--- src/rtl/transfer_function_lut_engine_macros.svh ---
// assertion macros for the transfer function lut engine
// used by the controller and the top level
`ifndef TRANSFER_FUNCTION_LUT_ENGINE_MACROS_SVH
`define TRANSFER_FUNCTION_LUT_ENGINE_MACROS_SVH
// implication checked every clock outside reset
`define TFL_ASSERT_IMP(label, ante, cons, msg) \
    label: assert property (@(posedge clk) disable iff (!rst_n) (ante) |-> (cons)) \
        else $error(msg);
// next-cycle implication checked outside reset
`define TFL_ASSERT_NEXT(label, ante, cons, msg) \
    label: assert property (@(posedge clk) disable iff (!rst_n) (ante) |=> (cons)) \
        else $error(msg);
`endif

--- src/rtl/tfl_pkg.sv ---
// package for the transfer function lut engine
// types, codes and constants; no dependencies
package tfl_pkg;
    localparam int DEF_MAX_DIM = 256;
    localparam int SIZE_W      = 9;
    localparam int MASK_W      = 4;
    localparam int CFG_IDX_W   = 2;
    localparam int CFG_DATA_W  = 9;
    localparam int TEXEL_W     = 24;
    localparam int DIV_STEPS   = 16;

    typedef enum logic [1:0] {
        OP_LOOKUP = 2'd0,
        OP_POINT  = 2'd1,
        OP_RAMP   = 2'd2,
        OP_NONE   = 2'd3
    } op_t;

    typedef enum logic [1:0] {
        CFG_SIZE_X = 2'd0,
        CFG_SIZE_Y = 2'd1,
        CFG_SIZE_Z = 2'd2,
        CFG_MASK   = 2'd3
    } cfg_idx_t;

    typedef enum logic [2:0] {
        ST_CLEAR,
        ST_IDLE,
        ST_DIV,
        ST_WRITE,
        ST_STEP
    } state_t;

    // request and result payloads
    typedef struct packed {
        op_t        op;
        logic [7:0] voxel;
        logic [7:0] point_x;
        logic [7:0] point_y;
    } tfl_req_t;

    typedef struct packed {
        logic [7:0]         red;
        logic [7:0]         green;
        logic [7:0]         blue;
        logic [7:0]         alpha;
        logic [TEXEL_W-1:0] texel_index;
        logic               last_voxel;
    } tfl_rsp_t;

    // controller to datapath
    typedef struct packed {
        logic clear_write; // zero one table entry after reset
        logic lookup;     // accept a lookup request
        logic point;      // write single point; sets anchor on a point request
        logic ramp_start; // latch ramp endpoints
        logic div_start;  // begin division for current v, or next v with ramp_next
        logic ramp_write; // write quotient at current v
        logic ramp_next;  // advance v
    } tfl_cmd_t;

    // datapath to controller
    typedef struct packed {
        logic clear_last; // clearing pass at last entry
        logic ramp_flat;  // endpoints share x
        logic div_done;
        logic ramp_last;  // current v is x2
        logic out_busy;   // output register full and not taken
    } tfl_stat_t;
endpackage

--- src/rtl/tfl_ctrl.sv ---
// controller for the transfer function lut engine
// depends on tfl_pkg and the macros header
`include "transfer_function_lut_engine_macros.svh"
module tfl_ctrl (
    input  logic               clk,
    input  logic               rst_n,
    input  logic               in_valid,
    input  logic [1:0]         in_op,
    output logic               in_ready,
    input  tfl_pkg::tfl_stat_t stat,
    output tfl_pkg::tfl_cmd_t  cmd
);
    import tfl_pkg::*;
    state_t state_reg, state_next;
    logic   acc;

    assign acc = in_valid && in_ready;

    always_ff @(posedge clk or negedge rst_n)
    begin
        if (!rst_n)
            state_reg <= ST_CLEAR;
        else
            state_reg <= state_next;
    end

    always_comb
    begin
        state_next = state_reg;
        unique case (state_reg)
            ST_CLEAR: if (stat.clear_last) state_next = ST_IDLE;
            ST_IDLE:
            begin
                if (acc && in_op == OP_RAMP)
                    state_next = ST_STEP;
            end
            ST_STEP:  state_next = stat.ramp_flat ? ST_IDLE : ST_DIV;
            ST_DIV:   if (stat.div_done) state_next = ST_WRITE;
            ST_WRITE: state_next = stat.ramp_last ? ST_IDLE : ST_DIV;
            default:  state_next = ST_IDLE;
        endcase
    end

    always_comb
    begin
        cmd = '0;
        in_ready = 1'b0;
        unique case (state_reg)
            ST_CLEAR: cmd.clear_write = 1'b1;
            ST_IDLE:
            begin
                in_ready = !stat.out_busy;
                cmd.lookup = acc && in_op == OP_LOOKUP;
                cmd.point = acc && in_op == OP_POINT;
                cmd.ramp_start = acc && in_op == OP_RAMP;
            end
            ST_STEP:
            begin
                cmd.point = stat.ramp_flat;
                cmd.div_start = !stat.ramp_flat;
            end
            ST_DIV: ;
            ST_WRITE:
            begin
                cmd.ramp_write = 1'b1;
                cmd.ramp_next = !stat.ramp_last;
                cmd.div_start = !stat.ramp_last;
            end
            default: ;
        endcase
    end

    `TFL_ASSERT_IMP(a_ready_idle, in_ready, state_reg == ST_IDLE, "ready outside idle")
    `TFL_ASSERT_IMP(a_one_edit, cmd.ramp_write, !cmd.point && !cmd.lookup, "edit overlap")
    `TFL_ASSERT_NEXT(a_ramp_go, cmd.ramp_start, state_reg == ST_STEP, "ramp not started")
endmodule

--- config.mk ---
export PLATFORM = sky130hd
export DESIGN_NAME = tfl_ctrl
export DESIGN_NICKNAME = d
export VERILOG_FILES = /design/src/rtl/tfl_pkg.sv /design/src/rtl/tfl_ctrl.sv
export VERILOG_INCLUDE_DIRS = /design/src /design/src/rtl
export SDC_FILE = /design/constraint.sdc
export NUM_CORES = 1
export LEC_CHECK = 0
export BUFFER_PORTS_ARGS = -buffer_cell sky130_fd_sc_hd__buf_2
export CORE_AREA = 2 2 39 41
export CTS_CLUSTER_DIAMETER = 40
export DETAILED_ROUTE_END_ITERATION = 10
export DIE_AREA = 0 0 41 43
export GPL_TIMING_DRIVEN = 0
export MAX_ROUTING_LAYER = met4
export PLACE_DENSITY_LB_ADDON = 0.15
export SLEW_MARGIN = 20
export SYNTH_ARGS = -nofsm -noshare
export SYNTH_HDL_FRONTEND = slang
export SYNTH_SLANG_ARGS = --single-unit
--- constraint.sdc ---
create_clock -name clk -period 2.51 [get_ports clk]
set_input_delay 0.502 -clock clk [delete_from_list [all_inputs] [get_ports clk]]
set_output_delay 0.502 -clock clk [all_outputs]
set_load 0.01 [all_outputs]
# After elaboration in Yosys (flattened, before gate mapping)

Cells that the tools add are included.

Multipliers: 0
Add/subtract/negate cells: 0
Eq/ne operators: 9
Reductions and logical operators: 10
Order comparisons: 0
Divide/modulo/power cells: 0
Shifts and indexed selects: 0
Multiplexer cells: 13
Bitwise logic cells: 0

Operators with widths:

| kind                 | number |
|---|---|
| $pmux W3 S5          | 1 |
| $mux W3              | 3 |
| $eq A3 B2 Y1 const B | 2 |
| $mux W2              | 3 |
| $ne A2 B2 Y1 const B | 3 |
| $logic_and A1 B1 Y1  | 4 |
| $mux W1              | 4 |
| $pmux W1 S2          | 2 |
| $eq A3 B1 Y1 const B | 1 |
| $eq A3 B3 Y1 const B | 1 |
| $logic_not A1 Y1     | 3 |
| $logic_not A3 Y1     | 1 |
| $reduce_and A3 Y1    | 1 |
| $eq A2 B1 Y1 const B | 1 |
| $eq A2 B2 Y1 const B | 1 |
| $logic_not A2 Y1     | 1 |

Memories kept: 0
Latch bits: 0
Bits in read-only memories: 0
Logic and storage cells: 33
Output and inout port bits: 8
RAM bits: 0
Bits of input ports: 10
Register bits: 3

# Logic depth before layout (Yosys ltp)

Word-level depth: 6
Mapped depth: 4
Mapped depth without buffers: 3

# Worst setup path after synthesis

Ideal clock, no wire load.

Path kind: register to output
Start: register state_reg[1]
End: output port cmd[5] (netlist name)
Setup slack: 0.793 ns
Path buffers: 0
Required time: 2.008 ns
Data arrival time: 1.215 ns
Stages on the path, launching flop included: 3
Path through: dfrtp_1 > or3b_1 > nor3b_1

RTL lines:

| what                   | RTL line       | text |
|---|---|---|
| from (decl)            | tfl_ctrl.sv:14 | `state_t state_reg, state_next;` |
| from (signal assigned) | tfl_ctrl.sv:24 | `state_reg <= state_next;` |
| to (decl)              | tfl_ctrl.sv:11 | `output tfl_pkg::tfl_cmd_t cmd` |

==> impl_metrics.tcl <==
set metrics [dict create \
    status "completed" \
    final_antenna_net_count 0 \
    period_minus_slack_ns 2.03 \
    drcViolationCount 0 \
    synth.cell_area_um2 241 \
    cts_made_buffers 3 \
    ys_warn_count 0 \
    hold_path_class "primary input to asynchronous set/reset pin" \
    grt_pass1_vias 275 \
    wirelength_um 635 \
    dr_wl_met2_um 274 \
    largest_register_ffs 3 \
    dieWidth_um 41 \
    worst-path-max-fanout 8 \
    cp_data_arrival_time_ns 1.53 \
    setup_violations 0 \
    synth.area.top_cells "dfrtp_1 (31%), nor2_1 (7.8%), a21o_1 (6.2%), nand3b_1 (6.2%), nor3b_1 (6.2%)" \
    cts_tree "built" \
    synth_compound_area_share_pct 16.1 \
    syn_avg_cell_area_um2 8.62 \
    drive_above_1_share_pct 46.9 \
    cp_slowest_cell "or3b_1" \
    cp_cell_sequence "or3b_1, nor3b_1, buf_2" \
    rsz0062_at_grt "false" \
    cts_max_level 1 \
    muxShareOfSynthArea_pct 4.15 \
    grt_first_pass_wirelength_um 1080 \
    wl_per_cell_um 9.77 \
    core_area_um2 1380 \
    vias_per_cell 4.12 \
    cts.clk_slew.worst_paths_ns 0.04 \
    clock_latency_ns 0.23 \
    power.density_nw_per_um2 464 \
    row_count 14 \
    seqCellArea_um2 75.1 \
    diodes 0 \
    cap_violations 0 \
    grt_start_max_net_pins 10 \
    dr.pass1.iters 2 \
    die_area_um2 1760 \
    slew_headroom_pct 84.2 \
    ys_ff_latch 3 \
    timing.final.crit_share_pct 81.0 \
    drt_iter0_drc 3 \
    post-cts-setup-buffers 0 \
    ios 18 \
    fill_cells 174 \
    gp_congestion 0.602 \
    hold_violations 0 \
    area_growth_pct 54.4 \
    max_clock_freq_mhz 492 \
    synth_top_area_share_pct 31.1 \
    critPathRequiredTime_ns 2.01 \
    antenna_found_initial 0 \
    cts.path.max_buffers 2 \
    nets 60 \
    cp-end-kind "output pin" \
    postSynthCellCount 28 \
    worstSetupPathType "flop to output pin" \
    synth_top_family_by_area "simple AND/OR/NAND/NOR gates" \
    io_buffers 17 \
    critPathLaunchType "flop" \
    yosys.area_share.adder_pct 0 \
    synth_cell_types 16 \
    grt_usage_pct 9.17 \
    syn_nets 38 \
    finalMaxSlewViolations 0 \
    start_util_pct 17.5 \
    cts_sinks 3 \
    vias 268 \
    top_layer_used "met3" \
    cts_root_buf "clkbuf_4" \
    p_leak_nw 0.221 \
    yosysTopAreaCell "dfrtp_1" \
    setup_tns_ns 0 \
    synth-simple-area-share_pct 40.9 \
    multi_input_area_um2 148 \
    cts_resized 0 \
    synth_xor_area_share_pct 0 \
    clock_skew_ns 0.00156 \
    postCtsHoldBufs 0 \
    wl_met1_um 303 \
    die_y_um 43 \
    synth-seq-area-share_pct 31.1 \
    peakVddDrop_v 0.000249 \
    grt_overflow 0 \
    worst_slew_pin_slew_ns 0.236 \
    crit_path_max_incr_delay_ns 0.48 \
    wl_met3_um 58 \
    total_power_w 0.000173 \
]
[stage by stage]
stage | setup WS [ns] | instances | hold WS, ns | area (µm²) | util, %
floorplan | 0.793 | 28 | 0.206 | 241 | -
global placement | 0.610 | 61 | 0.300 | 347 | 25.0
detailed placement | 0.606 | 61 | 0.301 | 347 | 25.0
CTS | 0.466 | 65 | 0.0534 | 373 | 26.9
global route | 0.377 | 65 | 0.0526 | 373 | 26.9
finish | 0.477 | 65 | 0.0594 | 373 | 26.9
[synth_stat cells]
library cell  n
nor2_1        5
dfrtp_1       3
a21o_1        2
a21oi_1       2
inv_1         2
nand3b_1      2
nor3_1        2
nor3b_1       2
buf_6         1
mux2i_1       1
nand4_1       1
o21ai_0       1
o21ai_2       1
or3b_1        1
or4b_4        1
or4bb_1       1
[power breakdown]
part,internal [W],switching [W]
clock network,0.0000597,0.0000265
logic,0.0000174,0.0000172
registers,0.0000505,0.00000160
total,0.000128,0.0000453
[critical path, delay by kind of cell, from the launching register on]
kind                   cells  cell delay (ns)
and+or+nand+nor            2             0.69
DFF                        1             0.45
buffers and inverters      1             0.15
[final cells by class]
class / instances / area share (%)
plain buffers: 1 / 3.02
clock buffers: 4 / 7.05
inverters: 2 / 2.01
multi-input cells: 22 / 39.6
flip-flops and latches: 3 / 20.1
well taps: 16 / 5.37
repair buffers: 17 / 22.8
[worst paths after layout]
kind	cells after the start	startpoint	slack, ns	endpoint
setup / recovery	3	state_reg[1]	0.48	cmd[5]
hold / removal	1	rst_n	0.06	state_reg[1]
setup reg to reg	3	state_reg[1]	1.21	state_reg[0]
hold reg to reg	2	state_reg[2]	0.63	state_reg[0]
max in group asynchronous	1	rst_n	2.34	state_reg[2]
min in group clk	3	stat[0]	0.61	state_reg[2]
[layout by cell type (no fill, tap or decap)]
master,instances
a21o_1,2
a21oi_1,2
buf_2,17
buf_6,1
clkbuf_1,1
clkbuf_4,3
dfrtp_1,3
inv_1,2
mux2i_1,1
nand3b_1,2
nand4_1,1
nor2_1,5
nor3_1,2
nor3b_1,2
o21ai_0,1
o21ai_2,1
or3b_1,1
or4b_4,1
or4bb_1,1
[logic make-up (layout without fill, tap and decap cells)]
| family | after synthesis | count (layout) |
|---|---|---|
| AO/OA/AOI/OAI | 6 | 6 |
| buffers and inverters | 3 | 24 |
| flip-flops | 3 | 3 |
| multiplexers | 1 | 1 |
| AND/OR/NAND/NOR | 15 | 15 |
[routing by layer]
metal,global-route usage (%),vias to the layer above
met1,11.9,112
li1,-,143
met5,-,-
met4,2.00,0
met2,12.5,13
met3,4.71,0
(Power assumes the default switching activity.)
